**src/hw/rtl/dpdt_pkg.sv**
```systemverilog
// Shared types and constants for the dual prescaled down-counter timer.
package dpdt_pkg;

    localparam int unsigned DATA_W = 32;
    localparam int unsigned CTRL_W = 8;
    localparam int unsigned PRE_W  = 8;
    localparam int unsigned OFF_W  = 8;
    localparam int unsigned ACT_W  = 2;
    localparam int unsigned HALF_W = 16;

    typedef enum logic [ACT_W-1:0] {
        ACT_READ  = 2'd0,
        ACT_WRITE = 2'd1,
        ACT_TICK  = 2'd2,
        ACT_NONE  = 2'd3
    } t_action;

    // Register index: offset bits 4:2 within a channel window
    typedef logic [2:0] t_reg_idx;
    localparam t_reg_idx REG_LOAD    = 3'd0;
    localparam t_reg_idx REG_VALUE   = 3'd1;
    localparam t_reg_idx REG_CONTROL = 3'd2;
    localparam t_reg_idx REG_INTCLR  = 3'd3;
    localparam t_reg_idx REG_RIS     = 3'd4;
    localparam t_reg_idx REG_MIS     = 3'd5;
    localparam t_reg_idx REG_BGLOAD  = 3'd6;
    localparam t_reg_idx REG_SPARE   = 3'd7;

    // Control register bits
    localparam int unsigned CTL_ENABLE   = 7;
    localparam int unsigned CTL_PERIODIC = 6;
    localparam int unsigned CTL_INTEN    = 5;
    localparam int unsigned CTL_PRE_HI   = 3;
    localparam int unsigned CTL_PRE_LO   = 2;
    localparam int unsigned CTL_SIZE32   = 1;
    localparam int unsigned CTL_ONESHOT  = 0;

    localparam logic [1:0] PRE_DIV1   = 2'd0;
    localparam logic [1:0] PRE_DIV16  = 2'd1;

    localparam logic [OFF_W-1:0]  IGNORED_OFFSET = 8'h80;
    localparam logic [DATA_W-1:0] COUNT_RESET    = 32'hFFFF_FFFF;
    localparam logic [CTRL_W-1:0] CTRL_RESET     = 8'h20;

    typedef struct packed {
        logic              wr_en;
        logic              tick;
        t_reg_idx          idx;
        logic [DATA_W-1:0] wdata;
    } t_chan_cmd;

    typedef struct packed {
        logic [DATA_W-1:0] rdata;
        logic              irq;
    } t_chan_stat;

endpackage

```
**src/hw/rtl/dpdt_if.sv**
```systemverilog
// Valid/ready channel interfaces for timer command and result words.
interface dpdt_in_if import dpdt_pkg::*; ();
    logic              valid;
    logic              ready;
    logic [ACT_W-1:0]  action;
    logic [OFF_W-1:0]  offset;
    logic [DATA_W-1:0] write_data;

    modport source (output valid, action, offset, write_data, input ready);
    modport sink   (input valid, action, offset, write_data, output ready);
endinterface

interface dpdt_out_if import dpdt_pkg::*; ();
    logic              valid;
    logic              ready;
    logic [DATA_W-1:0] read_data;
    logic              irq;
    logic              bad_access;

    modport source (output valid, read_data, irq, bad_access, input ready);
    modport sink   (input valid, read_data, irq, bad_access, output ready);
endinterface

```
**src/hw/rtl/dpdt_chan.sv**
```systemverilog
// One timer channel: registers, prescaler, down-counter and interrupt flag.
module dpdt_chan import dpdt_pkg::*; (
    input  logic       i_clk,
    input  logic       i_rst_n,
    input  t_chan_cmd  i_cmd,
    output t_chan_stat o_stat
);

    logic [DATA_W-1:0] r_load,  n_load;
    logic [DATA_W-1:0] r_count, n_count;
    logic [CTRL_W-1:0] r_ctrl,  n_ctrl;
    logic [PRE_W-1:0]  r_pre,   n_pre;
    logic              r_flag,  n_flag;
    logic              r_pend,  n_pend;

    always_comb begin
        logic              wide;
        logic              hit;
        logic [DATA_W-1:0] old_v;
        logic [DATA_W-1:0] v;
        logic [DATA_W-1:0] v_test;

        n_load  = r_load;
        n_count = r_count;
        n_ctrl  = r_ctrl;
        n_pre   = r_pre;
        n_flag  = r_flag;
        n_pend  = r_pend;

        wide   = r_ctrl[CTL_SIZE32];
        old_v  = wide ? r_count : {{HALF_W{1'b0}}, r_count[HALF_W-1:0]};
        v      = old_v;
        v_test = old_v;
        hit    = 1'b0;

        if (i_cmd.wr_en) begin
            unique case (i_cmd.idx)
                REG_LOAD: begin
                    n_load = i_cmd.wdata;
                    n_pend = 1'b1;
                end
                REG_BGLOAD:  n_load = i_cmd.wdata;
                REG_CONTROL: n_ctrl = i_cmd.wdata[CTRL_W-1:0];
                REG_INTCLR:  n_flag = 1'b0;
                default: ;
            endcase
        end

        if (i_cmd.tick) begin
            // prescaler runs even while the channel is disabled
            n_pre = r_pre + PRE_W'(1);
            unique case (r_ctrl[CTL_PRE_HI:CTL_PRE_LO])
                PRE_DIV1:  hit = 1'b1;
                PRE_DIV16: hit = (n_pre[3:0] == 4'd0);
                default:   hit = (n_pre == '0);  // /256 and /4096 both wrap at 8 bits
            endcase
            if (r_ctrl[CTL_ENABLE]) begin
                if (r_pend) begin
                    n_pend = 1'b0;
                    v      = r_load;
                end else if (hit) begin
                    if (old_v == '0) begin
                        if (!r_ctrl[CTL_ONESHOT]) begin
                            v = r_ctrl[CTL_PERIODIC] ? r_load : COUNT_RESET;
                        end
                    end else begin
                        v = old_v - DATA_W'(1);
                    end
                end
                n_count = wide ? v : {r_count[DATA_W-1:HALF_W], v[HALF_W-1:0]};
                v_test  = wide ? v : {{HALF_W{1'b0}}, v[HALF_W-1:0]};
                if (old_v != '0 && v_test == '0) begin
                    n_flag = 1'b1;
                end
            end
        end
    end

    always_ff @(posedge i_clk) begin
        if (!i_rst_n) begin
            r_load  <= '0;
            r_count <= COUNT_RESET;
            r_ctrl  <= CTRL_RESET;
            r_pre   <= '0;
            r_flag  <= 1'b0;
            r_pend  <= 1'b0;
        end else begin
            r_load  <= n_load;
            r_count <= n_count;
            r_ctrl  <= n_ctrl;
            r_pre   <= n_pre;
            r_flag  <= n_flag;
            r_pend  <= n_pend;
        end
    end

    // read from state before this word's update
    always_comb begin
        unique case (i_cmd.idx)
            REG_LOAD, REG_BGLOAD: o_stat.rdata = r_load;
            REG_VALUE:            o_stat.rdata = r_count;
            REG_CONTROL:          o_stat.rdata = {{(DATA_W-CTRL_W){1'b0}}, r_ctrl};
            REG_RIS:              o_stat.rdata = {{(DATA_W-1){1'b0}}, r_flag};
            REG_MIS:              o_stat.rdata = {{(DATA_W-1){1'b0}},
                                                  r_flag & r_ctrl[CTL_INTEN]};
            default:              o_stat.rdata = '0;
        endcase
        // interrupt level after this word
        o_stat.irq = n_flag & n_ctrl[CTL_INTEN];
    end

endmodule

```
**src/hw/rtl/dual_prescaled_down_counter_timer.sv**
```systemverilog
// Dual prescaled down-counter timer: input stage, address decode, channels, result register.
//
// Usage:
//   i_in carries command words: action (read, write or tick), byte offset and
//   write data. Offset bit 5 selects the channel; bits 4:2 pick the register.
//   o_out carries one result word per command: read data (zero unless a
//   mapped read), the interrupt level after the command, and bad_access for
//   unmapped reads or writes.
//   A command is taken into an input register, executed against the channel
//   state once the output register is free, and its result loaded into the
//   output register, which offers it on o_out until it is taken.
//   Throughput is one command per cycle while o_out takes every result; each
//   command is a single decrement and decode step per channel.
//   When o_out stalls, the result register holds, the input register fills
//   behind it and i_in.ready drops only once both are occupied.
//   Synchronous reset clears both stages and puts every channel at load 0,
//   value all ones, control 0x20 and no pending interrupt; i_in.ready is low
//   during reset.
module dual_prescaled_down_counter_timer import dpdt_pkg::*; #(
    parameter int CHANNELS = 2
) (
    input logic        i_clk,
    input logic        i_rst_n,
    dpdt_in_if.sink    i_in,
    dpdt_out_if.source o_out
);

    logic              r_in_valid;
    logic [ACT_W-1:0]  r_in_action;
    logic [OFF_W-1:0]  r_in_offset;
    logic [DATA_W-1:0] r_in_wdata;

    logic              r_out_valid;
    logic [DATA_W-1:0] r_out_rdata;
    logic              r_out_irq;
    logic              r_out_bad;

    logic out_free;
    logic adv;

    assign out_free   = !r_out_valid || o_out.ready;
    assign adv        = r_in_valid && out_free;
    assign i_in.ready = i_rst_n && (!r_in_valid || adv);

    // input stage
    always_ff @(posedge i_clk) begin
        if (!i_rst_n) begin
            r_in_valid <= 1'b0;
        end else if (i_in.ready) begin
            r_in_valid <= i_in.valid;
        end
        if (i_in.ready && i_in.valid) begin
            r_in_action <= i_in.action;
            r_in_offset <= i_in.offset;
            r_in_wdata  <= i_in.write_data;
        end
    end

    // address decode
    logic     ch;
    logic     chan_ok;
    logic     map_ok;
    t_reg_idx idx;
    logic     is_rd;
    logic     is_wr;
    logic     is_tick;
    logic     rd_bad;
    logic     wr_ignore;
    logic     wr_bad;
    logic     bad;

    assign ch        = r_in_offset[5];
    assign chan_ok   = !ch || (CHANNELS > 1);
    assign map_ok    = chan_ok && (r_in_offset[7:6] == 2'b00) && (r_in_offset[1:0] == 2'b00);
    assign idx       = r_in_offset[4:2];
    assign is_rd     = (r_in_action == ACT_READ);
    assign is_wr     = (r_in_action == ACT_WRITE);
    assign is_tick   = (r_in_action == ACT_TICK);
    assign rd_bad    = !map_ok || (idx == REG_INTCLR);
    assign wr_ignore = (r_in_offset == IGNORED_OFFSET);
    assign wr_bad    = !wr_ignore &&
                       (!map_ok || idx == REG_RIS || idx == REG_MIS || idx == REG_SPARE);
    assign bad       = (is_rd && rd_bad) || (is_wr && wr_bad);

    t_chan_cmd  chan_cmd  [CHANNELS];
    t_chan_stat chan_stat [CHANNELS];

    for (genvar g = 0; g < CHANNELS; g++) begin : g_chan
        assign chan_cmd[g].wr_en = adv && is_wr && !wr_bad && !wr_ignore && (ch == 1'(g));
        assign chan_cmd[g].tick  = adv && is_tick;
        assign chan_cmd[g].idx   = idx;
        assign chan_cmd[g].wdata = r_in_wdata;

        dpdt_chan u_chan (
            .i_clk   (i_clk),
            .i_rst_n (i_rst_n),
            .i_cmd   (chan_cmd[g]),
            .o_stat  (chan_stat[g])
        );
    end

    logic [DATA_W-1:0] sel_rdata;
    logic              irq_all;

    always_comb begin
        sel_rdata = '0;
        irq_all   = 1'b0;
        for (int g = 0; g < CHANNELS; g++) begin
            if (ch == 1'(g)) begin
                sel_rdata = chan_stat[g].rdata;
            end
            irq_all = irq_all | chan_stat[g].irq;
        end
    end

    // result register
    always_ff @(posedge i_clk) begin
        if (!i_rst_n) begin
            r_out_valid <= 1'b0;
        end else if (out_free) begin
            r_out_valid <= r_in_valid;
        end
        if (adv) begin
            r_out_rdata <= (is_rd && !rd_bad) ? sel_rdata : '0;
            r_out_irq   <= irq_all;
            r_out_bad   <= bad;
        end
    end

    assign o_out.valid      = r_out_valid;
    assign o_out.read_data  = r_out_rdata;
    assign o_out.irq        = r_out_irq;
    assign o_out.bad_access = r_out_bad;

    a_bad_no_data: assert property (@(posedge i_clk) disable iff (!i_rst_n)
        (r_out_valid && r_out_bad) |-> (r_out_rdata == '0))
        else $error("bad_access word carries nonzero read data");

    a_accept_fills: assert property (@(posedge i_clk) disable iff (!i_rst_n)
        (i_in.valid && i_in.ready) |=> r_in_valid)
        else $error("accepted word missing from input stage");

    a_stage_holds: assert property (@(posedge i_clk) disable iff (!i_rst_n)
        (r_in_valid && !adv) |=>
            (r_in_valid && $stable(r_in_action) && $stable(r_in_offset)
             && $stable(r_in_wdata)))
        else $error("input stage changed while blocked");

    a_tick_not_bad: assert property (@(posedge i_clk) disable iff (!i_rst_n)
        (adv && !is_rd && !is_wr) |=> !r_out_bad)
        else $error("bad_access raised for a non-bus word");

endmodule
```
**src/flat_wrapper.sv**
```systemverilog
// flat-port wrapper written by rule: the top's interface ports become plain ports
module dual_prescaled_down_counter_timer_flat import dpdt_pkg::*;
#(
    parameter int CHANNELS = 2
)
  (i_clk, i_rst_n, i_in_valid, i_in_action, i_in_offset, i_in_write_data, i_in_ready, o_out_valid, o_out_read_data, o_out_irq, o_out_bad_access, o_out_ready);
  dpdt_in_if i_in_i ();
  dpdt_out_if o_out_i ();
  input logic i_clk;
  input logic i_rst_n;
  input wire logic [$bits(i_in_i.valid)-1:0] i_in_valid;
  input wire logic [$bits(i_in_i.action)-1:0] i_in_action;
  input wire logic [$bits(i_in_i.offset)-1:0] i_in_offset;
  input wire logic [$bits(i_in_i.write_data)-1:0] i_in_write_data;
  output wire logic [$bits(i_in_i.ready)-1:0] i_in_ready;
  output wire logic [$bits(o_out_i.valid)-1:0] o_out_valid;
  output wire logic [$bits(o_out_i.read_data)-1:0] o_out_read_data;
  output wire logic [$bits(o_out_i.irq)-1:0] o_out_irq;
  output wire logic [$bits(o_out_i.bad_access)-1:0] o_out_bad_access;
  input wire logic [$bits(o_out_i.ready)-1:0] o_out_ready;
  assign i_in_i.valid = i_in_valid;
  assign i_in_i.action = i_in_action;
  assign i_in_i.offset = i_in_offset;
  assign i_in_i.write_data = i_in_write_data;
  assign i_in_ready = i_in_i.ready;
  assign o_out_valid = o_out_i.valid;
  assign o_out_read_data = o_out_i.read_data;
  assign o_out_irq = o_out_i.irq;
  assign o_out_bad_access = o_out_i.bad_access;
  assign o_out_i.ready = o_out_ready;
  dual_prescaled_down_counter_timer #(.CHANNELS(CHANNELS)) u_core (.i_clk(i_clk), .i_rst_n(i_rst_n), .i_in(i_in_i), .o_out(o_out_i));
endmodule
```
**config.mk**
```make
export PLATFORM = sky130hd
export DESIGN_NAME = dual_prescaled_down_counter_timer_flat
export DESIGN_NICKNAME = d
export VERILOG_FILES = /design/src/hw/rtl/dpdt_pkg.sv /design/src/hw/rtl/dpdt_if.sv /design/src/hw/rtl/dpdt_chan.sv /design/src/hw/rtl/dual_prescaled_down_counter_timer.sv /design/src/flat_wrapper.sv
export SDC_FILE = /design/constraint.sdc
export NUM_CORES = 1
export LEC_CHECK = 0
export BUFFER_PORTS_ARGS = -buffer_cell sky130_fd_sc_hd__buf_2
export CAP_MARGIN = 15
export CORE_ASPECT_RATIO = 0.75
export CORE_MARGIN = 2
export CORE_UTILIZATION = 30
export DETAILED_ROUTE_END_ITERATION = 7
export PLACE_DENSITY = 0.47
export SETUP_SLACK_MARGIN = 0.1
export SYNTH_ARGS = -nofsm -noshare
export SYNTH_HDL_FRONTEND = slang
export SYNTH_SLANG_ARGS = --single-unit
```
**constraint.sdc**
```tcl
create_clock -name i_clk -period 3.95 [get_ports i_clk]
set_input_delay 0.1975 -clock i_clk [delete_from_list [all_inputs] [get_ports i_clk]]
set_output_delay 0.1975 -clock i_clk [all_outputs]
set_load 0.02 [all_outputs]
```
# == Yosys cells after proc, flatten, opt, wreduce, memory -nomap -nowiden ==
# Cells that the tools add are included.
# classes
n_addsub,4
eq_ne,12
n_reduce_logical,54
muxes,49
bitwise_logic,6
# op_table
cell,n
32-bit 2-to-1 mux,19
32-bit case mux with 5 select lines,2
32-bit logical NOT,4
32-bit nonzero test,2
"32-bit by 1-bit subtractor with 32-bit output, second input constant",2
6-bit 2-to-1 mux,4
1-bit 2-to-1 mux,22
"8-bit by 1-bit adder with 8-bit output, second input constant",2
1-bit logical AND,16
8-bit logical NOT,2
"3-bit equality test, second input constant",4
2-bit AND reduction,6
2-bit logical NOT,5
"8-bit equality test, second input constant",1
4-bit logical NOT,2
1-bit logical OR,7
"2-bit by 1-bit equality test with 1-bit output, second input constant",3
"3-bit by 2-bit equality test with 1-bit output, second input constant",2
1-bit logical NOT,6
3-bit AND reduction,2
1-bit bitwise AND,4
1-bit case mux with 2 select lines,2
"3-bit by 1-bit equality test with 1-bit output, second input constant",1
3-bit logical NOT,1
other kinds (4),4
# word_totals
ff_bits,242
word_cells,149
inputBits,46
output_inout_bits,36

# == Longest topological paths before layout ==
# Gate-level depths: netlist of run 1.
# depth
depth_word,17
depth_mapped,14
mapped_depth_nobuf,12

# == Cells and area by module ==
# Synthesis of run 1 repeated with hierarchy kept, for this count alone.
# hier_totals
cells_unflattened,1823
area_unflattened_um2,15113.2
# by_module_without_submodules
module,cells_each,area_per_inst_um2,seq_area_each_um2,instances
dpdt_chan at u_core.g_chan[1].u_chan,842,6317.3,1641.6,1
dpdt_chan at u_core.g_chan[0].u_chan,806,5818.1,1641.6,1
dual_prescaled_down_counter_timer,175,2977.9,2322.2,1

# == Worst setup path after synthesis of run 1 ==
# OpenSTA, ideal clock, no wires.
# synth_path
path_type,flip-flop to flip-flop
start,"register u_core.r_out_valid, in the netlist u_core.o_out.valid"
end,"register u_core.r_out_irq, in the netlist u_core.o_out.irq (data pin)"
path_buffers,0
arrival_ns,3.550
slack_ns,0.135
period_less_slack_ns,3.815
path_stages_with_launch,8
setup_time_ns,0.265
path_cell_list,dfxtp_1 -> nor2b_1 -> nor2b_1 -> and3_1 -> nand2_1 -> nor2_1 -> mux2i_1 -> o22ai_1
# synth_between
elab_chain_len,13
elab_cells_between_ends,22
# synth_rtl
element,line_no,source
from (decl),dual_prescaled_down_counter_timer.sv:33,logic r_out_valid;
from (signal assigned),dual_prescaled_down_counter_timer.sv:121,r_out_valid <= r_in_valid;
1-bit logical NOT *,dual_prescaled_down_counter_timer.sv:41,assign out_free = !r_out_valid || o_out.ready;
1-bit logical OR *,dual_prescaled_down_counter_timer.sv:41,
1-bit logical AND *,dual_prescaled_down_counter_timer.sv:42,assign adv = r_in_valid && out_free;
net u_core.adv,dual_prescaled_down_counter_timer.sv:39,logic adv;
1-bit logical AND (4 in a row),dual_prescaled_down_counter_timer.sv:89,assign chan_cmd[g].wr_en = adv && is_wr && !wr_bad && !wr_ignore && (ch == 1'(g));
1-bit 2-to-1 mux,dpdt_chan.sv:36,if (i_cmd.wr_en) begin
1-bit 2-to-1 mux,dpdt_chan.sv:72,if (old_v != '0 && v_test == '0) begin
1-bit 2-to-1 mux,dpdt_chan.sv:57,if (r_ctrl[CTL_ENABLE]) begin
1-bit 2-to-1 mux,dpdt_chan.sv:49,if (i_cmd.tick) begin
1-bit bitwise AND,dpdt_chan.sv:109,o_stat.irq = n_flag & n_ctrl[CTL_INTEN];
1-bit OR *,dual_prescaled_down_counter_timer.sv:112,irq_all = irq_all | chan_stat[g].irq;
net u_core.irq_all,dual_prescaled_down_counter_timer.sv:103,logic irq_all;
to (signal assigned),dual_prescaled_down_counter_timer.sv:125,r_out_irq <= irq_all;
to (decl),dual_prescaled_down_counter_timer.sv:35,logic r_out_irq;
# The timed path passes the listed nets; every way through them passes the cells marked *.
# A chain may end at the register's enable or synchronous reset.

# == Worst setup path after layout of run 1 ==
# layout_path
start,register u_core.g_chan[0].u_chan.r_count[12]
end,register u_core.g_chan[0].u_chan.r_flag
# layout_between
elab_chain_len,13
elab_cells_between_ends,16
# layout_rtl
element,line_no,source
from (decl),dpdt_chan.sv:10,"logic [DATA_W-1:0] r_count, n_count;"
from (signal assigned),dpdt_chan.sv:89,r_count <= n_count;
32-bit 2-to-1 mux *,dpdt_chan.sv:31,"old_v = wide ? r_count : {{HALF_W{1'b0}}, r_count[HALF_W-1:0]};"
"32-bit by 1-bit subtractor with 32-bit output, or another cell as far along",dpdt_chan.sv:67,v = old_v - DATA_W'(1);
32-bit 2-to-1 mux,dpdt_chan.sv:62,if (old_v == '0) begin
32-bit 2-to-1 mux,dpdt_chan.sv:61,end else if (hit) begin
32-bit 2-to-1 mux,dpdt_chan.sv:58,if (r_pend) begin
32-bit 2-to-1 mux,dpdt_chan.sv:57,
32-bit 2-to-1 mux,dpdt_chan.sv:49,
32-bit 2-to-1 mux,dpdt_chan.sv:71,"v_test = wide ? v : {{HALF_W{1'b0}}, v[HALF_W-1:0]};"
32-bit logical NOT,dpdt_chan.sv:72,
1-bit logical AND *,dpdt_chan.sv:72,
1-bit 2-to-1 mux *,dpdt_chan.sv:72,
1-bit 2-to-1 mux *,dpdt_chan.sv:57,
1-bit 2-to-1 mux *,dpdt_chan.sv:49,
to (signal assigned),dpdt_chan.sv:92,r_flag <= n_flag;
to (decl),dpdt_chan.sv:13,"logic r_flag, n_flag;"
# Mark *: on every way between the ends. The rest lies on a longest branch, timed or not. The select of a mux whose other input is x is not followed.

==> flow_metrics.py, run 1 <==
metrics = {
    "outcome": {
        "status": "complete, no violations",
    },
    "timing": {
        "finalClockSkew_ns": 0.0186,
        "tightest_slew_ns": 0.995,
        "setup_violations": 0,
        "fin_tns_setup_ns": 0,
        "worst_hold_slack_ns": 0.117,
        "finalMaxSlewViolations": 0,
        "finalHoldViolations": 0,
        "slew_headroom": 0.337,
        "fin_crit_ns": 3.72,
        "fin_crit_sh": 0.941,
        "max_freq_mhz": 269,
        "rsz0062_at_grt": "true",
        "fin_ws_ns": 0.233,
    },
    "yosys": {
        "synth_xor_area_frac": 0.0130,
        "synth_compound_area_frac": 0.288,
        "synth.area.mux_share": 0.0209,
        "synthSimpleGateAreaFrac": 0.220,
        "ys_warn_count": 0,
        "synthCells": 1725,
        "synth_largest_area_cell": "dfxtp_1",
        "synthesis.nets": 1778,
        "synth_edf_count": 76,
        "synthArstFlopShare": 0,
        "ys_seq_elements": 242,
        "synth_top_area_frac": 0.236,
        "synth_top_family_by_area": "compound AO/OA/AOI/OAI gates",
        "synth_ff_type": "dfxtp_1",
        "netlist_area_mm2": 0.0141,
        "synthTopCellsByArea": "dfxtp_1 24%, edfxtp_1 16%, nand2_1 7.5%",
        "syn_area_per_cell_um2": 8.18,
        "yosysSeqAreaShare": 0.397,
        "synthAdderAreaFrac": 0.00621,
        "synth.distinct_cells": 86,
    },
    "placement": {
        "hpwl_um": 45700,
        "numPlacedInstances": 2432,
        "placed_cell_area_mm2": 0.0159,
        "routabilityCongestion": 0.981,
        "place_ws_ns": -0.0334,
        "place.port_buffers": 81,
    },
    "drt": {
        "viasPerCell": 5.97,
        "wl_um": 63000,
        "post_drt_wl_per_cell_um": 24.9,
        "drcViolationCount": 0,
        "drtPass1Iterations": 6,
        "via_count": 15098,
        "drt_iter0_drc": 1853,
        "postRouteAntennaNets": 0,
    },
    "cells_and_area": {
        "area_delta_synth_final_pct": 23.4,
        "layout-drive-gt1-share": 0.179,
        "n_antenna_cell": 0,
        "nets": 1930,
        "finalNonFillerCells": 2529,
        "finalInstanceArea_mm2": 0.0174,
    },
    "grt": {
        "grt_max_degree": 85,
        "grt_overflow": 0,
        "grt_usage": 0.256,
        "grt_pass1_wl_um": 94600,
        "antenna_found_initial": 2,
        "grt_pass1_vias": 14198,
    },
    "flow_run": {
        "drv_cap": 0,
    },
    "clock_network": {
        "cts.sinks": 242,
        "clk_pin_slew_worst_paths_ns": 0.06,
        "postCtsSetupBuffers": 0,
        "clockBufferDepth": 3,
        "cts_root_buf": "clkbuf_16",
        "insertion_delay_ns": 0.57,
        "h-tree-depth": 1,
        "tritoncts": "built",
        "cts-buffers-inserted": 28,
    },
    "power_and_ir_drop": {
        "ir_worst_vdd_mv": 0.259,
        "power.leakage_uw": 0.00621,
        "power_density_mw_per_mm2": 323,
    },
    "critical_path": {
        "crit_fanout": 8,
        "crit_arrival_ns": 4.21,
        "cp-end-kind": "flip-flop",
        "r2r-start": "u_core.g_chan[0].u_chan.r_count[12]",
        "startpoint_type": "flip-flop",
        "crit_required_ns": 4.44,
        "path_class": "reg2reg",
        "startpoint": "u_core.g_chan[0].u_chan.r_count[12]",
    },
    "floorplanning": {
        "rows": 68,
        "fp.dieW_um": 254,
        "die_y_um": 192,
        "ios": 82,
        "coreArea_mm2": 0.0462,
        "initial_utilization": 0.305,
        "die-area_mm2": 0.0488,
    },
    "worst_hold_path": {
        "hp-class": "in2reg",
        "hold_start": "i_rst_n",
    },
}
synthesized netlist by cell type (8+ instances only):
cell	number
or3_1	13
o21ai_0	67
buf_2	11
nor4_1	29
o21ai_1	9
o22ai_1	30
o211ai_1	64
edfxtp_1	76
a31oi_1	13
a21oi_1	145
nand2b_1	18
a221oi_1	33
nor3_1	52
clkbuf_1	131
nor2b_1	8
and2_1	12
xnor2_1	8
a211oi_1	41
a211o_1	8
a221o_1	14
nor2_1	117
and3_1	19
nand3_1	26
nand2_1	282
o31ai_1	13
inv_1	25
buf_1	14
mux2i_1	28
or4_1	14
dfxtp_1	166
xor2_1	13
o221ai_1	15
nand4_1	30
a22oi_1	37
flip-flops by register name, indices dropped and copies added, names as in the netlist:
register                      flops
u_core.g_chan.u_chan.r_count     64
u_core.g_chan.u_chan.r_load      64
u_core.o_out.read_data           32
u_core.r_in_wdata                32
u_core.g_chan.u_chan.r_ctrl      16
u_core.g_chan.u_chan.r_pre       16
u_core.r_in_offset                8
u_core.g_chan.u_chan.r_flag       2
u_core.g_chan.u_chan.r_pend       2
u_core.r_in_action                2
u_core.o_out.bad_access           1
u_core.o_out.irq                  1
u_core.o_out.valid                1
u_core.r_in_valid                 1
final cells by class:
| type | count | area [um2] |
|---|---|---|
| clock buffer | 41 | 822 |
| clock inverter | 11 | 136 |
| inverter | 28 | 106 |
| timing repair buffer | 284 | 2100 |
| sequential | 242 | 5610 |
| fill | 4796 | 28800 |
| multi-input combinational | 1293 | 7850 |
| tap | 630 | 788 |
worst max-delay path, cell delays in order (launching register included):
cell and delay [ns]:
dfxtp_1 0.35, or4_4 0.58, or3_4 0.41, or4_4 0.60, nor2_4 0.17, o21ai_1 0.10
a221oi_2 0.40, nand4_1 0.17, nor4_2 0.34, buf_4 0.17, o22ai_1 0.12, buf_4 0.16
nor2_1 0.07
routing by layer:
layer	vias up	global-route usage	share of wire
met1	7428	0.398	0.49
met2	738	0.365	0.41
met4	0	0.0529	0.021
li1	6848	-	-
met3	84	0.0427	0.082
met5	-	0	0
repair_timing:
action                                 4_1_cts  5_1_grt
resized for setup                            1       18
hold buffers                                44        0
endpoints found under the hold margin       44        0
setup endpoints to repair                    1        3
kinds of logic (layout without fill, tap and decap cells):
kind of cell,after synthesis,in the layout
compound gates,583,583
xor+xnor,21,21
fa+ha+maj,7,7
buf+inv,190,364
flops,242,242
mux,29,29
simple gates,653,653
per-stage QoR:
stage,utilization,total power (uW)
after floorplan,-,2780
after global placement,0.344,2890
after detailed placement,0.344,2890
after CTS,0.375,5670
after global routing,0.377,5800
final,0.377,5620
power breakdown:
group	leakage, uW	switching (uW)	total (uW)	internal, uW
Sequential	0.00207	27.0	2630	2600
Clock	0.000471	1120	2750	1630
Combinational	0.00367	160	248	88.0
Total	0.00621	1300	5620	4320
placed cells by master, fill, tap and decap left out, types with 30 or more instances in the layout:
cell type	Yosys	final
nor3_1	52	49
buf_2	11	81
nand2_1	282	281
a221oi_1	33	33
dlygate4sd3_1	0	44
a211oi_1	41	41
nand4_1	30	30
nor2_1	117	116
dfxtp_1	166	166
a21oi_1	145	144
o21ai_0	67	65
buf_4	0	154
o211ai_1	64	64
edfxtp_1	76	76
a22oi_1	37	37
path summary, 6_finish.rpt:
path,end,slack [ns],depth (start not counted)
max,u_core.g_chan[0].u_chan.r_flag,0.23,12
min,u_core.g_chan[1].u_chan.r_load[30],0.12,3
max reg2reg,u_core.g_chan[0].u_chan.r_flag,0.23,12
min reg2reg,u_core.g_chan[0].u_chan.r_load[5],0.48,2
Note: power is estimated with default switching activity, not from simulation.
==> run 2, diff against run 1 <==
- MAX_ROUTING_LAYER: default -> met4
- RECOVER_POWER: default -> 25
==> run 2 against run 1 <==
  * The run now ends with capacitance limit, slew limit left
  * First-iteration DRC count fell by 7.1%
  * Global-route usage rose by 0.56 points
  * Worst hold slack improved by 0.21 ns
  * Sequential share of layout area is 0.10 points higher
  * Combinational power is essentially flat
  * Total power shrank 4.2%
  * Cell count increased by 0.71%
  * Clock skew shrank 0.00074 ns
  * Die area unchanged
  * Worst setup slack improved by 0.031 ns
  * Register-to-register slack improved by 0.03 ns
  * Clock power down 8.7%
  * Critical path type unchanged
  * Largest power group is now registers
==> flow_metrics.py, run 2 (synthesized netlist as in run 1, its figures left out) <==
metrics = {
    "outcome": {
        "status": "finished, violations left",
        "failed_checks": "capacitance limit, slew limit",
    },
    "worst_hold_path": {
        "hold_depth": 3,
        "hold_start": "i_rst_n",
        "hp-class": "in2reg",
        "whs_endpoint": "u_core.g_chan[1].u_chan.r_count[30]",
    },
    "clock_network": {
        "cts-buffers-inserted": 28,
        "cts_root_buf": "clkbuf_16",
        "h-tree-depth": 1,
        "insertion_delay_ns": 0.57,
        "clockBufferDepth": 3,
        "clk_pin_slew_worst_paths_ns": 0.06,
        "tritoncts": "built",
        "cts.sinks": 242,
    },
    "grt": {
        "met3_usage": 0.0352,
        "grt-busiest-layer": "met1",
        "grt_max_degree": 66,
        "grt_pass1_vias": 13983,
        "antenna_found_initial": 0,
        "use_met2": 0.364,
        "grt_overflow": 0,
        "use_met1": 0.399,
        "grt_usage": 0.262,
        "grt_pass1_wl_um": 93800,
    },
    "cells_and_area": {
        "final_cell_mix": "282 x nand2_1, 171 x buf_4, 166 x dfxtp_1",
        "nets": 1948,
        "layout-drive-gt1-share": 0.155,
        "reg_top3": "u_core.g_chan.u_chan.r_count (64), u_core.g_chan.u_chan.r_load (64)",
        "area_delta_synth_final_pct": 23.0,
        "n_antenna_cell": 0,
        "layout_commonest_cell": "nand2_1",
    },
    "critical_path": {
        "ff2ff_setup_slack_ns": 0.26,
        "cp-end-kind": "flip-flop",
        "reg2reg_to": "u_core.o_out.irq",
        "crit_fanout": 9,
        "crit_arrival_ns": 4.09,
        "rr_worst_depth": 11,
        "r2r-start": "u_core.g_chan[0].u_chan.r_count[12]",
        "path_class": "reg2reg",
        "max_stage_delay_ns": 0.64,
        "crit_path_top_delay_cell": "or4_4",
        "worstPathCellList": "or4_4, or3_4, or4_4, nor2_4, o21ai_1, a221oi_2, nand4_1, nor4_1, buf_4, o22ai_1, o22ai_1",
        "crit_required_ns": 4.36,
        "startpoint_type": "flip-flop",
    },
    "power_and_ir_drop": {
        "power_density_mw_per_mm2": 310,
        "total_power_uw": 5380,
        "ir_worst_vdd_mv": 0.267,
        "power.leakage_uw": 0.00608,
    },
    "drt": {
        "via_count": 15214,
        "viasPerCell": 5.97,
        "drcViolationCount": 0,
        "postRouteAntennaNets": 0,
        "wl_um": 63200,
        "drt_iter0_drc": 1721,
        "post_drt_wl_per_cell_um": 24.8,
        "drtPass1Iterations": 6,
    },
    "timing": {
        "max_freq_mhz": 271,
        "tightest_slew_ns": 2.77,
        "slew_headroom": -0.844,
        "rsz0062_at_grt": "false",
        "finalClockSkew_ns": 0.0178,
        "fin_tns_setup_ns": 0,
        "fin_crit_ns": 3.69,
        "finalMaxSlewViolations": 55,
        "setup_violations": 0,
        "fin_crit_sh": 0.933,
        "finalHoldViolations": 0,
        "fin_ws_ns": 0.264,
        "worst_hold_slack_ns": 0.330,
    },
    "floorplanning": {
        "rows": 68,
        "die-area_mm2": 0.0488,
        "die_y_um": 192,
        "coreArea_mm2": 0.0462,
        "initial_utilization": 0.305,
        "ios": 82,
        "fp.dieW_um": 254,
    },
    "flow_run": {
        "drv_cap": 1,
    },
    "placement": {
        "place.port_buffers": 81,
        "routabilityCongestion": 1.00,
        "hpwl_um": 45800,
        "place_ws_ns": 0.153,
    },
}
==> run 2: cell types whose count changed in the layout (fill, tap and decap cells not counted), moves of 3 or more <==
cell,delta
buf_2,-53
buf_4,+17
clkbuf_1,+53
nor4_1,+3
clkinv_2,-3
bufinv_16,-3
clkinv_4,+3
==> run 2: repair_timing <==
action	4_1_cts	5_1_grt
hold buffers	44	0
resized for setup	0	14
endpoints found under the setup margin	0	2
endpoints found under the hold margin	44	0
setup buffers	0	2
==> run 2: worst max-delay path by stage <==
stage,start,to,slack [ns],cells after the start
global placement,u_core.g_chan[1].u_chan.r_pre[0],u_core.o_out.irq,0.29,13
CTS,u_core.g_chan[1].u_chan.r_pre[0],u_core.o_out.irq,0.11,13
finish,u_core.g_chan[0].u_chan.r_count[12],u_core.o_out.irq,0.26,11
floorplan,u_core.o_out.valid,u_core.o_out.irq,0.13,7
detailed placement,u_core.g_chan[1].u_chan.r_pre[0],u_core.o_out.irq,0.15,13
global route,u_core.g_chan[1].u_chan.r_pre[0],u_core.g_chan[1].u_chan.r_flag,0.09,14
==> run 2: metal layers <==
layer,wire (um),vias up
met1,31200,7466
met2,25600,772
met3,5150,78
met5,0,-
li1,-,6898
met4,1330,0
==> run 2: layout make-up <==
class,count,area (um2)
Fill cell,4766,28800
Clock buffer,39,793
Timing Repair Buffer,302,2150
Sequential cell,242,5610
Clock inverter,13,87.6
Tap cell,630,788
Inverter,28,106
Multi-Input combinational cell,1293,7820
==> run 2: metrics by stage <==
step / utilization / std cells / cell area [um2]
after floorplan: - / 1725 / 14100
after global placement: 0.347 / 2449 / 16000
after detailed placement: 0.347 / 2449 / 16000
after CTS: 0.376 / 2545 / 17400
after global routing: 0.376 / 2547 / 17400
final: 0.376 / 2547 / 17400
==> run 2: power breakdown <==
part	switching [uW]	internal (uW)
registers	26.9	2600
logic	164	82.1
clock network	1100	1410
total	1290	4090
==> run 2: critical path: cells and delay by family, from the launching register on <==
family | cells | cell delay [ns]
buf+inv | 1 | 0.17
flops | 1 | 0.35
compound gates | 4 | 0.71
simple gates | 6 | 2.30
